$ cat config.mk
export PLATFORM = sky130hd
export DESIGN_NAME = http_response_header_tokenizer_top_flat
export DESIGN_NICKNAME = d
export VERILOG_FILES = /design/src/hdl/hrt_pkg.sv /design/src/hdl/hrt_in_if.sv /design/src/hdl/hrt_out_if.sv /design/src/hdl/hrt_front.sv /design/src/hdl/hrt_queue.sv /design/src/hdl/hrt_back.sv /design/src/hdl/http_response_header_tokenizer_top.sv /design/src/flat_wrapper.sv
export SDC_FILE = /design/constraint.sdc
export NUM_CORES = 1
export LEC_CHECK = 0
export ABC_AREA = 0
export BUFFER_PORTS_ARGS = -buffer_cell sky130_fd_sc_hd__buf_2
export CAP_MARGIN = 15
export CELL_PAD_IN_SITES_DETAIL_PLACEMENT = 2
export CELL_PAD_IN_SITES_GLOBAL_PLACEMENT = 2
export CORE_MARGIN = 2
export CORE_UTILIZATION = 45
export DETAILED_ROUTE_END_ITERATION = 10
export PLACE_DENSITY_LB_ADDON = 0.1
export SYNTH_ARGS = -nofsm -noshare
export SYNTH_HDL_FRONTEND = slang
export SYNTH_HIERARCHICAL = 1
export SYNTH_SLANG_ARGS = --single-unit
$ cat constraint.sdc
create_clock -name clk -period 12.2 [get_ports clk]
set_input_delay 1.22 -clock clk [delete_from_list [all_inputs] [get_ports clk]]
set_output_delay 1.22 -clock clk [all_outputs]
set_load 0.1 [all_outputs]
$ cat src/hdl/hrt_pkg.sv
package hrt_pkg;

  localparam logic [7:0] CH_CR    = 8'd13;
  localparam logic [7:0] CH_LF    = 8'd10;
  localparam logic [7:0] CH_SP    = 8'd32;
  localparam logic [7:0] CH_COLON = 8'd58;
  localparam logic [7:0] CH_ZERO  = 8'd48;
  localparam logic [7:0] CH_NINE  = 8'd57;

  localparam int unsigned MAX_RESULTS = 4;
  localparam int unsigned RES_IDX_W   = $clog2(MAX_RESULTS);
  localparam int unsigned RES_CNT_W   = $clog2(MAX_RESULTS + 1);
  localparam int unsigned QUEUE_DEPTH = 2;
  localparam int unsigned QPTR_W      = (QUEUE_DEPTH > 1) ? $clog2(QUEUE_DEPTH) : 1;
  localparam int unsigned QCNT_W      = $clog2(QUEUE_DEPTH + 1);
  localparam logic [15:0] CODE_MAX    = 16'hFFFF;

  typedef enum logic [2:0] {
    EV_BYTE        = 3'd0,
    EV_STATUS_OK   = 3'd1,
    EV_STATUS_DROP = 3'd2,
    EV_HEADER_OK   = 3'd3,
    EV_HEADER_DROP = 3'd4,
    EV_HEADERS_END = 3'd5,
    EV_MSG_END     = 3'd6
  } event_kind_t;

  typedef enum logic [2:0] {
    TC_VERSION = 3'd0,
    TC_CODE    = 3'd1,
    TC_REASON  = 3'd2,
    TC_KEY     = 3'd3,
    TC_VALUE   = 3'd4,
    TC_BODY    = 3'd5
  } token_class_t;

  typedef enum logic [1:0] {
    PH_STATUS  = 2'd0,
    PH_HEADERS = 2'd1,
    PH_BODY    = 2'd2
  } phase_t;

  typedef struct packed {
    event_kind_t  kind;
    token_class_t cls;
    logic [7:0]   data;
    logic [15:0]  code;
  } res_t;

  typedef struct packed {
    res_t [MAX_RESULTS-1:0] items;
    logic [RES_CNT_W-1:0]   count;
  } bundle_t;

  function automatic res_t mk_event(event_kind_t kind, logic [15:0] code);
    res_t r;
    r.kind = kind;
    r.cls  = TC_VERSION;
    r.data = 8'd0;
    r.code = code;
    return r;
  endfunction

  function automatic res_t mk_byte(token_class_t cls, logic [7:0] data);
    res_t r;
    r.kind = EV_BYTE;
    r.cls  = cls;
    r.data = data;
    r.code = 16'd0;
    return r;
  endfunction

  function automatic bundle_t push(bundle_t bd, res_t r);
    bundle_t b;
    b = bd;
    if (b.count < RES_CNT_W'(MAX_RESULTS)) begin
      b.items[b.count[RES_IDX_W-1:0]] = r;
      b.count = b.count + 1'b1;
    end
    return b;
  endfunction

endpackage

$ cat src/hdl/hrt_in_if.sv
interface hrt_in_if;
  logic       valid;
  logic       ready;
  logic [7:0] data_byte;
  logic       end_of_message;

  modport source (output valid, data_byte, end_of_message, input ready);
  modport sink (input valid, data_byte, end_of_message, output ready);
endinterface

$ cat src/hdl/hrt_out_if.sv
interface hrt_out_if;
  logic        valid;
  logic        ready;
  logic [2:0]  event_kind;
  logic [2:0]  token_class;
  logic [7:0]  out_byte;
  logic [15:0] status_code;
  logic        last_of_run;

  modport source (output valid, event_kind, token_class, out_byte, status_code, last_of_run,
                  input ready);
  modport sink (input valid, event_kind, token_class, out_byte, status_code, last_of_run,
                output ready);
endinterface

$ cat src/hdl/hrt_front.sv
module hrt_front
  import hrt_pkg::*;
(
  input  logic       clk,
  input  logic       rst,
  input  logic       valid,
  output logic       ready,
  input  logic [7:0] data_byte,
  input  logic       end_of_message,
  input  logic       queue_full,
  output logic       push_en,
  output bundle_t    push_data
);

  phase_t      phase, phase_next;
  logic [1:0]  status_part, status_part_next;
  logic [15:0] code_acc, code_acc_next;
  logic        digits_ended, digits_ended_next;
  logic        cr_pending, cr_pending_next;
  logic        colon_pending, colon_pending_next;
  logic        in_value, in_value_next;
  logic        line_empty, line_empty_next;

  bundle_t     bd;
  logic        consumed;
  logic        skip;
  logic [19:0] acc_ext;
  logic [19:0] prod;
  logic        accept;

  assign ready     = !queue_full;
  assign accept    = valid && ready;
  assign push_en   = accept && (bd.count != '0);
  assign push_data = bd;

  always_comb begin
    phase_next         = phase;
    status_part_next   = status_part;
    code_acc_next      = code_acc;
    digits_ended_next  = digits_ended;
    cr_pending_next    = cr_pending;
    colon_pending_next = colon_pending;
    in_value_next      = in_value;
    line_empty_next    = line_empty;
    bd                 = '0;
    consumed           = 1'b0;
    skip               = 1'b0;
    acc_ext            = '0;
    prod               = '0;

    // line terminator handling
    if (cr_pending && phase_next != PH_BODY) begin
      if (data_byte == CH_LF) begin
        consumed = 1'b1;
        if (phase_next == PH_STATUS) begin
          bd = push(bd, line_empty ? mk_event(EV_STATUS_DROP, 16'd0)
                                   : mk_event(EV_STATUS_OK, code_acc));
          phase_next = PH_HEADERS;
        end else if (line_empty) begin
          bd = push(bd, mk_event(EV_HEADERS_END, 16'd0));
          phase_next = PH_BODY;
        end else begin
          bd = push(bd, mk_event(in_value ? EV_HEADER_OK : EV_HEADER_DROP, 16'd0));
        end
      end else begin
        if (phase_next == PH_STATUS) begin
          bd = push(bd, mk_event(EV_STATUS_DROP, 16'd0));
          phase_next = PH_HEADERS;
        end else begin
          if (!line_empty) begin
            bd = push(bd, mk_event(EV_HEADER_DROP, 16'd0));
          end
          bd = push(bd, mk_event(EV_HEADERS_END, 16'd0));
          phase_next = PH_BODY;
        end
      end
      status_part_next   = 2'd0;
      code_acc_next      = 16'd0;
      digits_ended_next  = 1'b0;
      colon_pending_next = 1'b0;
      in_value_next      = 1'b0;
      line_empty_next    = 1'b1;
    end
    cr_pending_next = 1'b0;

    // byte classification
    if (!consumed) begin
      if (phase_next == PH_BODY) begin
        bd = push(bd, mk_byte(TC_BODY, data_byte));
      end else if (data_byte == CH_CR) begin
        if (colon_pending_next) begin
          bd = push(bd, mk_byte(TC_KEY, CH_COLON));
        end
        colon_pending_next = 1'b0;
        cr_pending_next    = 1'b1;
      end else begin
        line_empty_next = 1'b0;
        if (phase_next == PH_STATUS) begin
          if (data_byte == CH_SP) begin
            if (status_part_next != 2'd3) begin
              status_part_next = status_part_next + 2'd1;
            end
          end else begin
            case (status_part_next)
              2'd0: begin
                bd = push(bd, mk_byte(TC_VERSION, data_byte));
              end
              2'd1: begin
                if (!digits_ended_next && data_byte >= CH_ZERO && data_byte <= CH_NINE) begin
                  acc_ext = {4'd0, code_acc_next};
                  prod    = (acc_ext << 3) + (acc_ext << 1) + {16'd0, data_byte[3:0]};
                  code_acc_next = (prod > {4'd0, CODE_MAX}) ? CODE_MAX : prod[15:0];
                end else begin
                  digits_ended_next = 1'b1;
                end
                bd = push(bd, mk_byte(TC_CODE, data_byte));
              end
              2'd2: begin
                bd = push(bd, mk_byte(TC_REASON, data_byte));
              end
              default: begin
              end
            endcase
          end
        end else if (in_value_next) begin
          bd = push(bd, mk_byte(TC_VALUE, data_byte));
        end else begin
          if (colon_pending_next) begin
            colon_pending_next = 1'b0;
            if (data_byte == CH_SP) begin
              in_value_next = 1'b1;
              skip          = 1'b1;
            end else begin
              bd = push(bd, mk_byte(TC_KEY, CH_COLON));
            end
          end
          if (!skip) begin
            if (data_byte == CH_COLON) begin
              colon_pending_next = 1'b1;
            end else begin
              bd = push(bd, mk_byte(TC_KEY, data_byte));
            end
          end
        end
      end
    end

    // end of message
    if (end_of_message) begin
      if (phase_next == PH_STATUS) begin
        bd = push(bd, mk_event(EV_STATUS_DROP, 16'd0));
      end else if (phase_next == PH_HEADERS && !line_empty_next) begin
        bd = push(bd, mk_event(EV_HEADER_DROP, 16'd0));
      end
      bd = push(bd, mk_event(EV_MSG_END, 16'd0));
      phase_next         = PH_STATUS;
      status_part_next   = 2'd0;
      code_acc_next      = 16'd0;
      digits_ended_next  = 1'b0;
      cr_pending_next    = 1'b0;
      colon_pending_next = 1'b0;
      in_value_next      = 1'b0;
      line_empty_next    = 1'b1;
    end
  end

  always_ff @(posedge clk) begin
    if (rst) begin
      phase         <= PH_STATUS;
      status_part   <= 2'd0;
      code_acc      <= 16'd0;
      digits_ended  <= 1'b0;
      cr_pending    <= 1'b0;
      colon_pending <= 1'b0;
      in_value      <= 1'b0;
      line_empty    <= 1'b1;
    end else if (accept) begin
      phase         <= phase_next;
      status_part   <= status_part_next;
      code_acc      <= code_acc_next;
      digits_ended  <= digits_ended_next;
      cr_pending    <= cr_pending_next;
      colon_pending <= colon_pending_next;
      in_value      <= in_value_next;
      line_empty    <= line_empty_next;
    end
  end

endmodule

$ cat src/hdl/hrt_queue.sv
module hrt_queue
  import hrt_pkg::*;
(
  input  logic    clk,
  input  logic    rst,
  input  logic    push_en,
  input  bundle_t push_data,
  output logic    full,
  input  logic    pop_en,
  output logic    not_empty,
  output bundle_t head
);

  bundle_t             slots [QUEUE_DEPTH];
  logic [QPTR_W-1:0]   wr_ptr;
  logic [QPTR_W-1:0]   rd_ptr;
  logic [QCNT_W-1:0]   count;
  logic                do_push;
  logic                do_pop;

  assign full      = (count == QCNT_W'(QUEUE_DEPTH));
  assign not_empty = (count != '0);
  assign head      = slots[rd_ptr];
  assign do_push   = push_en && !full;
  assign do_pop    = pop_en && not_empty;

  always_ff @(posedge clk) begin
    if (do_push) begin
      slots[wr_ptr] <= push_data;
    end
  end

  always_ff @(posedge clk) begin
    if (rst) begin
      wr_ptr <= '0;
      rd_ptr <= '0;
      count  <= '0;
    end else begin
      if (do_push) begin
        wr_ptr <= (wr_ptr == QPTR_W'(QUEUE_DEPTH - 1)) ? '0 : wr_ptr + 1'b1;
      end
      if (do_pop) begin
        rd_ptr <= (rd_ptr == QPTR_W'(QUEUE_DEPTH - 1)) ? '0 : rd_ptr + 1'b1;
      end
      case ({do_push, do_pop})
        2'b10:   count <= count + 1'b1;
        2'b01:   count <= count - 1'b1;
        default: count <= count;
      endcase
    end
  end

endmodule

$ cat src/hdl/hrt_back.sv
module hrt_back
  import hrt_pkg::*;
(
  input  logic              clk,
  input  logic              rst,
  input  logic              not_empty,
  input  bundle_t           head,
  output logic              pop_en,
  hrt_out_if.source         evt
);

  logic [RES_IDX_W-1:0] idx;
  logic                 last;
  res_t                 cur;
  logic                 take;

  assign cur  = head.items[idx];
  assign last = ({1'b0, idx} + 1'b1) == head.count;
  assign take = not_empty && evt.ready;

  assign evt.valid       = not_empty;
  assign evt.event_kind  = cur.kind;
  assign evt.token_class = cur.cls;
  assign evt.out_byte    = cur.data;
  assign evt.status_code = cur.code;
  assign evt.last_of_run = last;
  assign pop_en          = take && last;

  always_ff @(posedge clk) begin
    if (rst) begin
      idx <= '0;
    end else if (take) begin
      idx <= last ? '0 : idx + 1'b1;
    end
  end

endmodule

$ cat src/hdl/http_response_header_tokenizer_top.sv
// HTTP response tokenizer: takes one response byte per request on msg and returns
// tagged bytes and line events on evt, one result per cycle while evt is ready. A
// byte is taken every cycle as long as each byte yields at most one result and evt
// is ready; a byte that yields several (up to four, e.g. a line end plus end of
// message) sends them in turn on the result port. Results of each byte are grouped
// in a two-entry queue between the classifier and the output serializer, so input
// keeps flowing while a result waits. No initialization pass after reset.
module http_response_header_tokenizer_top
  import hrt_pkg::*;
(
  input  logic      clk,
  input  logic      rst,
  hrt_in_if.sink    msg,
  hrt_out_if.source evt
);

  logic    queue_full;
  logic    push_en;
  bundle_t push_data;
  logic    pop_en;
  logic    not_empty;
  bundle_t head;

  hrt_front u_front (
    .clk            (clk),
    .rst            (rst),
    .valid          (msg.valid),
    .ready          (msg.ready),
    .data_byte      (msg.data_byte),
    .end_of_message (msg.end_of_message),
    .queue_full     (queue_full),
    .push_en        (push_en),
    .push_data      (push_data)
  );

  hrt_queue u_queue (
    .clk       (clk),
    .rst       (rst),
    .push_en   (push_en),
    .push_data (push_data),
    .full      (queue_full),
    .pop_en    (pop_en),
    .not_empty (not_empty),
    .head      (head)
  );

  hrt_back u_back (
    .clk       (clk),
    .rst       (rst),
    .not_empty (not_empty),
    .head      (head),
    .pop_en    (pop_en),
    .evt       (evt)
  );

endmodule

$ cat src/flat_wrapper.sv
// flat-port wrapper written by rule: the top's interface ports become plain ports
module http_response_header_tokenizer_top_flat import hrt_pkg::*;
  (clk, rst, msg_valid, msg_data_byte, msg_end_of_message, msg_ready, evt_valid, evt_event_kind, evt_token_class, evt_out_byte, evt_status_code, evt_last_of_run, evt_ready);
  hrt_in_if msg_i ();
  hrt_out_if evt_i ();
  input  logic clk;
  input  logic rst;
  input wire logic [$bits(msg_i.valid)-1:0] msg_valid;
  input wire logic [$bits(msg_i.data_byte)-1:0] msg_data_byte;
  input wire logic [$bits(msg_i.end_of_message)-1:0] msg_end_of_message;
  output wire logic [$bits(msg_i.ready)-1:0] msg_ready;
  output wire logic [$bits(evt_i.valid)-1:0] evt_valid;
  output wire logic [$bits(evt_i.event_kind)-1:0] evt_event_kind;
  output wire logic [$bits(evt_i.token_class)-1:0] evt_token_class;
  output wire logic [$bits(evt_i.out_byte)-1:0] evt_out_byte;
  output wire logic [$bits(evt_i.status_code)-1:0] evt_status_code;
  output wire logic [$bits(evt_i.last_of_run)-1:0] evt_last_of_run;
  input wire logic [$bits(evt_i.ready)-1:0] evt_ready;
  assign msg_i.valid = msg_valid;
  assign msg_i.data_byte = msg_data_byte;
  assign msg_i.end_of_message = msg_end_of_message;
  assign msg_ready = msg_i.ready;
  assign evt_valid = evt_i.valid;
  assign evt_event_kind = evt_i.event_kind;
  assign evt_token_class = evt_i.token_class;
  assign evt_out_byte = evt_i.out_byte;
  assign evt_status_code = evt_i.status_code;
  assign evt_last_of_run = evt_i.last_of_run;
  assign evt_i.ready = evt_ready;
  http_response_header_tokenizer_top u_core (.clk(clk), .rst(rst), .msg(msg_i), .evt(evt_i));
endmodule
Yosys cells after proc, flatten, opt, wreduce, memory -nomap -nowiden:

Memory sizes are Yosys's and may differ from the RTL's. A register that Yosys moved wholly into a read port is not among the register bits.
Cells that the tools add are included.
Widths: inputs -> output; s select.

* flip-flop bits (word level): 31
* memory bits (writable): 246
* output and inout port bits: 33
* memories kept: 1

Memories
* u_core.u_queue.slots: words 2, width 123, read ports 1, clocked after Yosys merged registers in 1, write ports 1, RTL line hrt_queue.sv:14 `bundle_t slots [QUEUE_DEPTH];`

* add/subtract/negate cells: 14
* $lt $le $gt $ge: 19
* equal/unequal tests: 14
* multiplexer cells: 136
* bitwise gates (word level): 15
* reductions and logical operators: 24

Operator list (count)
* $mux 123: 37
* $bwmux 120: 6
* $pmux 123 s3: 1
* $demux 30 s2: 5
* $and 116x116->116: 2
* $not 116->116: 2
* $and 112x112->112: 2
* $not 112->112: 2
* $mux 30: 6
* $mux 16: 10
* $mux 33: 3
* $and 96x96->96: 1
* $not 96->96: 1
* $bmux 30 s2: 1
* $mux 1: 49
* $mux 2: 15
* $mux 29: 1
* $or 24x24->24: 1
* $add 19x17->20: 1
* $add 20x4->20: 1
* $gt 20x16->1 const B: 1
* $lt 2x3->1 const B: 6
* $eq 8x4->1 const B: 2
* $eq 8x6->1 const B: 2
* 22 further kinds: 64

Longest topological paths before layout:

Gate-level depths: netlist of the first run.

* word-level depth: 64
* mapped depth: 26

Cells and area by module:

The synthesis of the first run kept the hierarchy.

Modules (own cells, without submodules)
* hrt_queue: times used 1, cells an instance 409, area each 9086.2 um2, seq. area each 7487.2 um2
* hrt_front: times used 1, cells an instance 713, area each 4877.2 um2, seq. area each 500.5 um2
* hrt_back: times used 1, cells an instance 56, area each 922.1 um2, seq. area each 40.0 um2

Worst setup path before layout of the first run:

No wires, ideal clock.

* path kind: in2reg
* start: in msg_data_byte[5]
* end: mem u_core/u_queue/slots[1][0] (netlist bit) (enable)
* setup time: 0.497 ns
* data arrival time: 8.350 ns
* data required time: 11.703 ns
* path slack: 3.353 ns
* stages: 22
* cell sequence: or4b_1 > buf_2 > or3_1 > clkbuf_1 > nand2_1 > nand2_1 > ha_1 > o21ai_0 > ha_1 > inv_1 > a41oi_1 > nand2_1 > a31oi_1 > o211ai_4 > nand2_1 > mux2i_1 > inv_1 > ha_1 > and4b_1 > a21oi_1 > o31a_1 > and3_1

* longest elaborated chain between the ends: 34

Ends and longest elaborated chain
* from (decl): RTL line flat_wrapper.sv:9 `input wire logic [$bits(msg_i.data_byte)-1:0] msg_data_byte;`
* $eq 8x4->1: RTL line hrt_front.sv:53 `if (data_byte == CH_LF) begin`
* $mux 123: RTL line hrt_front.sv:53
* $mux 123: RTL line hrt_front.sv:52 `if (cr_pending && phase_next != PH_BODY) begin`
* $add 3x1->3 / $lt 3x3->1 (equally long branches): RTL line hrt_pkg.sv:78, hrt_pkg.sv:76
* $mux 123: RTL line hrt_pkg.sv:76 `if (b.count < RES_CNT_W'(MAX_RESULTS)) begin`
* $mux 123: RTL line hrt_front.sv:130 `if (data_byte == CH_SP) begin`
* $mux 123: RTL line hrt_front.sv:128 `if (colon_pending_next) begin`
* $mux 123: RTL line hrt_front.sv:125 `end else if (in_value_next) begin`
* [... 19 more ...]
* $mux 123: RTL line hrt_pkg.sv:76
* $mux 123 *: RTL line hrt_front.sv:149 `if (end_of_message) begin`
* $reduce_bool 3->1 *: RTL line hrt_front.sv:33 `assign push_en = accept && (bd.count != '0);`
* $logic_and 1x1->1 *: RTL line hrt_front.sv:33
* named net u_core.push_en: RTL line http_response_header_tokenizer_top.sv:18 `logic push_en;`
* $logic_and 1x1->1 *: RTL line hrt_queue.sv:24 `assign do_push = push_en && !full;`
* $mux 1 *: RTL line hrt_queue.sv:28 `if (do_push) begin`
* $mux 1 (not written as such) *: RTL line hrt_queue.sv:29 `slots[wr_ptr] <= push_data;`
* to (decl): RTL line hrt_queue.sv:14

Mark *: on every way through the listed nets, which the timed path passes. The rest lies on a longest branch. The select of a mux whose other input is x is not followed.

Worst setup path after layout of the first run:

* start: in msg_data_byte[3]
* end: mem u_core/u_queue/slots[0][85] (netlist bit) (enable)

The elaborated chain is that of the path after synthesis.

==> out/qor.yml, run 1 <==
drtIter0Drc: 817
wl_per_cell_um: 27.2
grt_pass1_wl_um: 68500
area_delta_synth_final_pct: 8.59
switchingPower_mw: 0.807
outcome: "complete, no violations"
hold_viol_final: 0
wl_um: 45500
power.leakage_nw: 5.91
hold_buffers: 0
post-dp-hpwl_um: 32600
fp.dieH_um: 186
postPlaceCellArea_um2: 15200
comb_power_share: 0.203
grt-ovfl-total: 0
finalNetCount: 1270
slowest_stage: "buf_4"
die_w_um: 186
p_total_mw: 2.55
final_cell_mix: "edfxtp_1 (246), mux2_2 (123), nand2_1 (74)"
ant_nets: 0
async_flop_share: 0
place_congestion: 0.886
grt_max_degree: 81
cts_made_buffers: 30
portBuffers: 45
critPathTopFamily: "simple AND/OR/NAND/NOR gates"
path_clk_slew_ns: 0.06
core_area_um2: 32500
cts_resized: 0
critPathMaxFanout: 63
seq_area_frac_synth: 0.539
setup_viol: 0
netlist_area_um2: 14900
rows: 66
antenna_found_initial: 2
post-route-util: 0.497
cp-end-kind: "flip-flop"
design.die.area_um2: 34500
rsz0062_at_grt: "no"
r2r_slack_ns: 4.64
seqPwrFrac: 0.467
clockRootBuffer: "clkbuf_16"
r2r_end: "u_core/u_queue/slots[0][85]"
cap_violations: 0
post_cts_buffers: 0
syn_area_per_cell_um2: 12.6
fin_setup_tns_ns: 0
clock_power_share: 0.330
cp-start-kind: "input port"
htreeDepth: 1
worstHoldPathCells: 2
grt_pass1_vias: 10691
clkSinkCount: 278
path_cells: "buf_2 > or4b_1 > or3_1 > nand2_1 > nand2_1 > ha_1 > o21ai_0 > ha_1 > inv_1 > a41oi_1 > nand2_1 > a31oi_1 > o211ai_4 > nand2_1 > mux2i_1 > inv_1 > ha_1 > and4b_1 > a21oi_1 > o31a_1 > inv_1 > or3_1 > inv_4 > buf_4"
ys_warn_count: 6
skew_ns: 0.0136
routed_via_density: 5.90
max_freq_mhz: 117
crit_path_frequent_cell: "nand2_1"
layout_min_cycle_time_ns: 8.58
io_pins: 46
power_density_nw_per_um2: 158
internal_power_mw: 1.74
synth_edf_count: 246
required_ns: 12.39
final_common_cell: "edfxtp_1"
design_area_um2: 16200
cp_num_buf_inv: 6
yosysUniqueCellTypes: 81
worst_r2r_path_depth: 22
worstPathArrival_ns: 8.78
period_share: 0.703
slowest_delay_ns: 0.84
cts_tree: "done"
peakVddDrop_mv: 0.115
synth_seq_cells: 278
synth_flop_cell: "edfxtp_1"
yosys-top-cells-area: "edfxtp_1 (50%), mux2_2 (9.3%), dfxtp_1 (4.3%)"
start_util: 0.458
maxSlewViolCount: 0
worstSkewPairLatency_ns: 0.58
min_to: "u_core/u_front/code_acc[15]"
max-slew-margin-rel: 0.166
worstMarginPinSlew_ns: 1.24
min_path_type: "reg2reg"
dr_total_vias: 9881
reg2reg_from: "u_core/u_front/cr_pending"
grt_usage: 0.270
hp-start: "u_core/u_front/code_acc[15]"
yosysTopAreaCell: "edfxtp_1"
clockBufferDepth: 3
switching_share: 0.317
drive_above_1_share: 0.231
crit_type: "in2reg"
drc: 0
synth_top_area_frac: 0.496
first_pass_iters: 5
synthCells: 1178
==> per-layer routing <==
| metal | wire, um | up-vias | GRT usage | part of all wire |
|---|---|---|---|---|
| li1 | - | 4444 | - | - |
| met1 | 20400 | 5094 | 0.375 | 0.45 |
| met2 | 21800 | 269 | 0.448 | 0.48 |
| met3 | 2380 | 72 | 0.0397 | 0.052 |
| met4 | 905 | 2 | 0.0608 | 0.020 |
| met5 | 18 | - | 0 | 0.00040 |
==> tightest hold or removal path: stages (launching register included) <==
cell and delay (ns):
dfxtp_1 0.33, nand2_1 0.06, nand2_1 0.04
==> state kept, by name, indices dropped and copies added (netlist names), 2 cells and up, named ones only <==
| register | count |
|---|---|
| u_core/u_front/code_acc | 16 |
| u_core/u_back/idx | 2 |
| u_core/u_front/status_part | 2 |
| u_core/u_queue/slots | 246 |
| u_core/u_front/phase | 2 |
| u_core/u_queue/count | 2 |
==> how the worst max path moves through the flow <==
stage | slack, ns | from | depth (start not counted) | endpoint
finish | 3.62 | msg_data_byte[3] | 24 | u_core/u_queue/slots[0][85]
global route | 3.10 | msg_data_byte[3] | 24 | u_core/u_queue/slots[0][115]
CTS | 3.68 | msg_data_byte[3] | 24 | u_core/u_queue/slots[0][115]
detailed placement | 3.22 | msg_data_byte[3] | 24 | u_core/u_queue/slots[0][115]
global placement | 3.69 | msg_data_byte[3] | 24 | u_core/u_queue/slots[0][115]
floorplan | 3.35 | msg_data_byte[5] | 22 | u_core/u_queue/slots[1][0]
==> cells in the mapped netlist, types with 28 or more instances <==
master	instances
a21oi_1	66
and2_1	38
buf_4	59
clkbuf_1	29
dfxtp_1	32
edfxtp_1	246
ha_1	49
mux2_2	123
mux4_2	28
nand2_1	74
nor2_1	60
o21ai_0	64
==> final cells by class <==
cell class	count	area [um^2]
Antenna cell	1	2.50
Clock buffer	36	793
Clock inverter	20	121
Fill cell	3217	16400
Inverter	24	92.6
Multi-Input combinational cell	815	6240
Sequential cell	278	8030
Tap cell	442	553
Timing Repair Buffer	58	323
==> power by group through the flow <==
stage	Clock, mW	Combinational (mW)	Sequential [mW]
after floorplan	0	0.442	1.19
after detailed placement	0	0.514	1.21
after global placement	0	0.502	1.19
final	0.840	0.517	1.19
after global routing	0.891	0.543	1.20
after CTS	0.859	0.519	1.19
==> per-stage QoR <==
step / hold WS (ns) / cells / worst slack [ns]
finish: 0.467 / 1674 / 3.62
global route: 0.494 / 1673 / 3.10
detailed placement: 0.460 / 1617 / 3.22
CTS: 0.468 / 1673 / 3.68
floorplan: 0.423 / 1227 / 3.35
global placement: 0.443 / 1617 / 3.69
==> cell families (layout without fill, tap and decap cells) <==
family / count (synthesis) / after routing / share of synthesized area
adder cells (fa/ha/maj): 50 / 50 / 0.0425
other: 1 / 51 / 0.000252
XOR/XNOR: 20 / 20 / 0.0118
flip-flops: 278 / 278 / 0.539
AO/OA/AOI/OAI: 245 / 245 / 0.107
buffers and inverters: 134 / 138 / 0.0543
AND/OR/NAND/NOR: 294 / 294 / 0.104
multiplexers: 156 / 156 / 0.141
No activity file was read; power rests on OpenSTA's default activity.
==> inputs of run 2 (changes only) <==
==> constraint.sdc (replaced) <==
create_clock -name clk -period 7.9 [get_ports clk]
set_input_delay 0.79 -clock clk [delete_from_list [all_inputs] [get_ports clk]]
set_output_delay 0.79 -clock clk [all_outputs]
set_load 0.1 [all_outputs]
==> run 2 against run 1 <==
  * Sequential power increased by 55%
  * Count of clock-buffer cells in the layout increased by 7
  * Setup slack lost 2.8 ns
  * Via count grew 3.1%
  * Critical path type unchanged
  * Largest power group unchanged
==> out/qor.yml, run 2 (same netlist as run 1, synthesis figures left out) <==
period_share: 0.897
place_congestion: 0.859
wl_um: 49000
wl_met2_um: 23600
first_pass_iters: 4
grt_pass1_wl_um: 72500
start_util: 0.458
worstPathArrival_ns: 7.32
cp-end-kind: "flip-flop"
hold_slack_ns: 0.494
cap_violations: 0
cts_made_buffers: 31
design.die.area_um2: 34500
htreeDepth: 1
largest_register_ffs: 246
grt_usage: 0.288
rsz0062_at_grt: "no"
regMostFlops: "u_core/u_queue/slots"
highest_layer: "met4"
fp.dieH_um: 186
crit_type: "in2reg"
grt_pass1_vias: 10778
worst_r2r_path_depth: 21
worstHoldPathCells: 2
max-slew-margin-rel: 0.296
post-place-ws_ns: 0.434
path_cells: "buf_2 > or4b_1 > or3_1 > nand2_1 > nand2_1 > ha_1 > o21ai_0 > ha_1 > inv_1 > a41oi_1 > nand2_1 > a31oi_1 > o211ai_4 > nand2_1 > mux2i_1 > inv_1 > ha_1 > and4b_1 > a21oi_1 > o31a_1 > inv_1 > or3_1 > clkinvlp_4 > buf_12"
power_density_nw_per_um2: 254
cts_resized: 0
comb_power_share: 0.200
grt-ovfl-total: 0
finalNetCount: 1277
skew_ns: 0.0273
met3_length_um: 2540
routed_via_density: 6.06
dr_total_vias: 10184
cts_tree: "done"
post-route-util: 0.503
io_pins: 46
maxSlewViolCount: 0
die_w_um: 186
required_ns: 8.13
antenna_found_initial: 1
setup_viol: 0
final_common_cell: "edfxtp_1"
fin_setup_tns_ns: 0
clkSinkCount: 278
final_cell_mix: "edfxtp_1 (246), mux2_2 (123), nand2_1 (74)"
worstSkewPairLatency_ns: 0.59
slowest_stage: "or4b_1"
fillers: 3230
switching_share: 0.317
crit_path_frequent_cell: "nand2_1"
internal_power_mw: 2.83
post_cts_buffers: 0
clockRootBuffer: "clkbuf_16"
max_freq_mhz: 141
layout_min_cycle_time_ns: 7.09
hold_buffers: 0
clock_power_share: 0.357
wl_per_cell_um: 29.1
cp-start-kind: "input port"
min_path_type: "reg2reg"
hold_viol_final: 0
power.leakage_nw: 6.02
worstMarginPinSlew_ns: 1.06
post-dp-hpwl_um: 32300
postPlaceCellArea_um2: 15300
rows: 66
drive_above_1_share: 0.239
ant_nets: 0
fin_ws_ns: 0.810
seqPwrFrac: 0.444
switchingPower_mw: 1.32
largest_registers: "u_core/u_queue/slots x246, u_core/u_front/code_acc x16"
clockBufferDepth: 3
slowest_delay_ns: 0.64
portBuffers: 45
peakVddDrop_mv: 0.176
critPathMaxFanout: 65
num_antenna_cells: 0
area_delta_synth_final_pct: 9.93
grt_max_degree: 73
path_clk_slew_ns: 0.06
met1_length_um: 22000
drc: 0
core_area_um2: 32500
drtIter0Drc: 733
outcome: "complete, no violations"
design_area_um2: 16400
run 2: layout make-up:
type	count	area [um^2]	share of cell area
Clock buffer	43	891	0.0544
Timing Repair Buffer	64	418	0.0255
Multi-Input combinational cell	815	6240	0.381
Clock inverter	15	136	0.00833
Sequential cell	278	8030	0.491
Inverter	24	93.8	0.00573
Tap cell	442	553	0.0338
run 2: path summary, 6_finish.rpt:
| check | from | end | slack, ns |
|---|---|---|---|
| max | msg_data_byte[3] | u_core/u_queue/slots[0][52] | 0.81 |
| min | u_core/u_front/code_acc[15] | u_core/u_front/code_acc[15] | 0.49 |
| max reg2reg | u_core/u_front/cr_pending | u_core/u_queue/slots[0][52] | 1.34 |
| min reg2reg | u_core/u_front/code_acc[15] | u_core/u_front/code_acc[15] | 0.49 |
run 2: power groups by stage:
stage / clock network (mW) / registers [mW] / logic, mW
after CTS: 1.50 / 1.85 / 0.831
after floorplan: 0 / 1.83 / 0.684
after global placement: 0 / 1.84 / 0.787
final: 1.48 / 1.84 / 0.829
after global routing: 1.56 / 1.86 / 0.866
after detailed placement: 0 / 1.86 / 0.807
run 2: critical path: cells and delay by family:
| family | cells | cell delay, ns |
|---|---|---|
| AND/OR/NAND/NOR | 8 | 2.34 |
| AO/OA/AOI/OAI | 6 | 1.76 |
| buffers and inverters | 6 | 1.03 |
| adder cells (fa/ha/maj) | 3 | 0.94 |
| multiplexers | 1 | 0.35 |
run 2: layer usage:
metal  GRT usage  up-vias
li1            -     4463
met1       0.402     5344
met2       0.484      324
met3      0.0387       53
met4      0.0586        0
met5           0        -
run 2: metrics by stage:
step,power [mW],std cells
6_report,4.15,1681
3_3_place_gp,2.63,1623
3_5_place_dp,2.67,1623
2_1_floorplan,2.51,1227
4_1_cts,4.18,1681
5_1_grt,4.28,1681
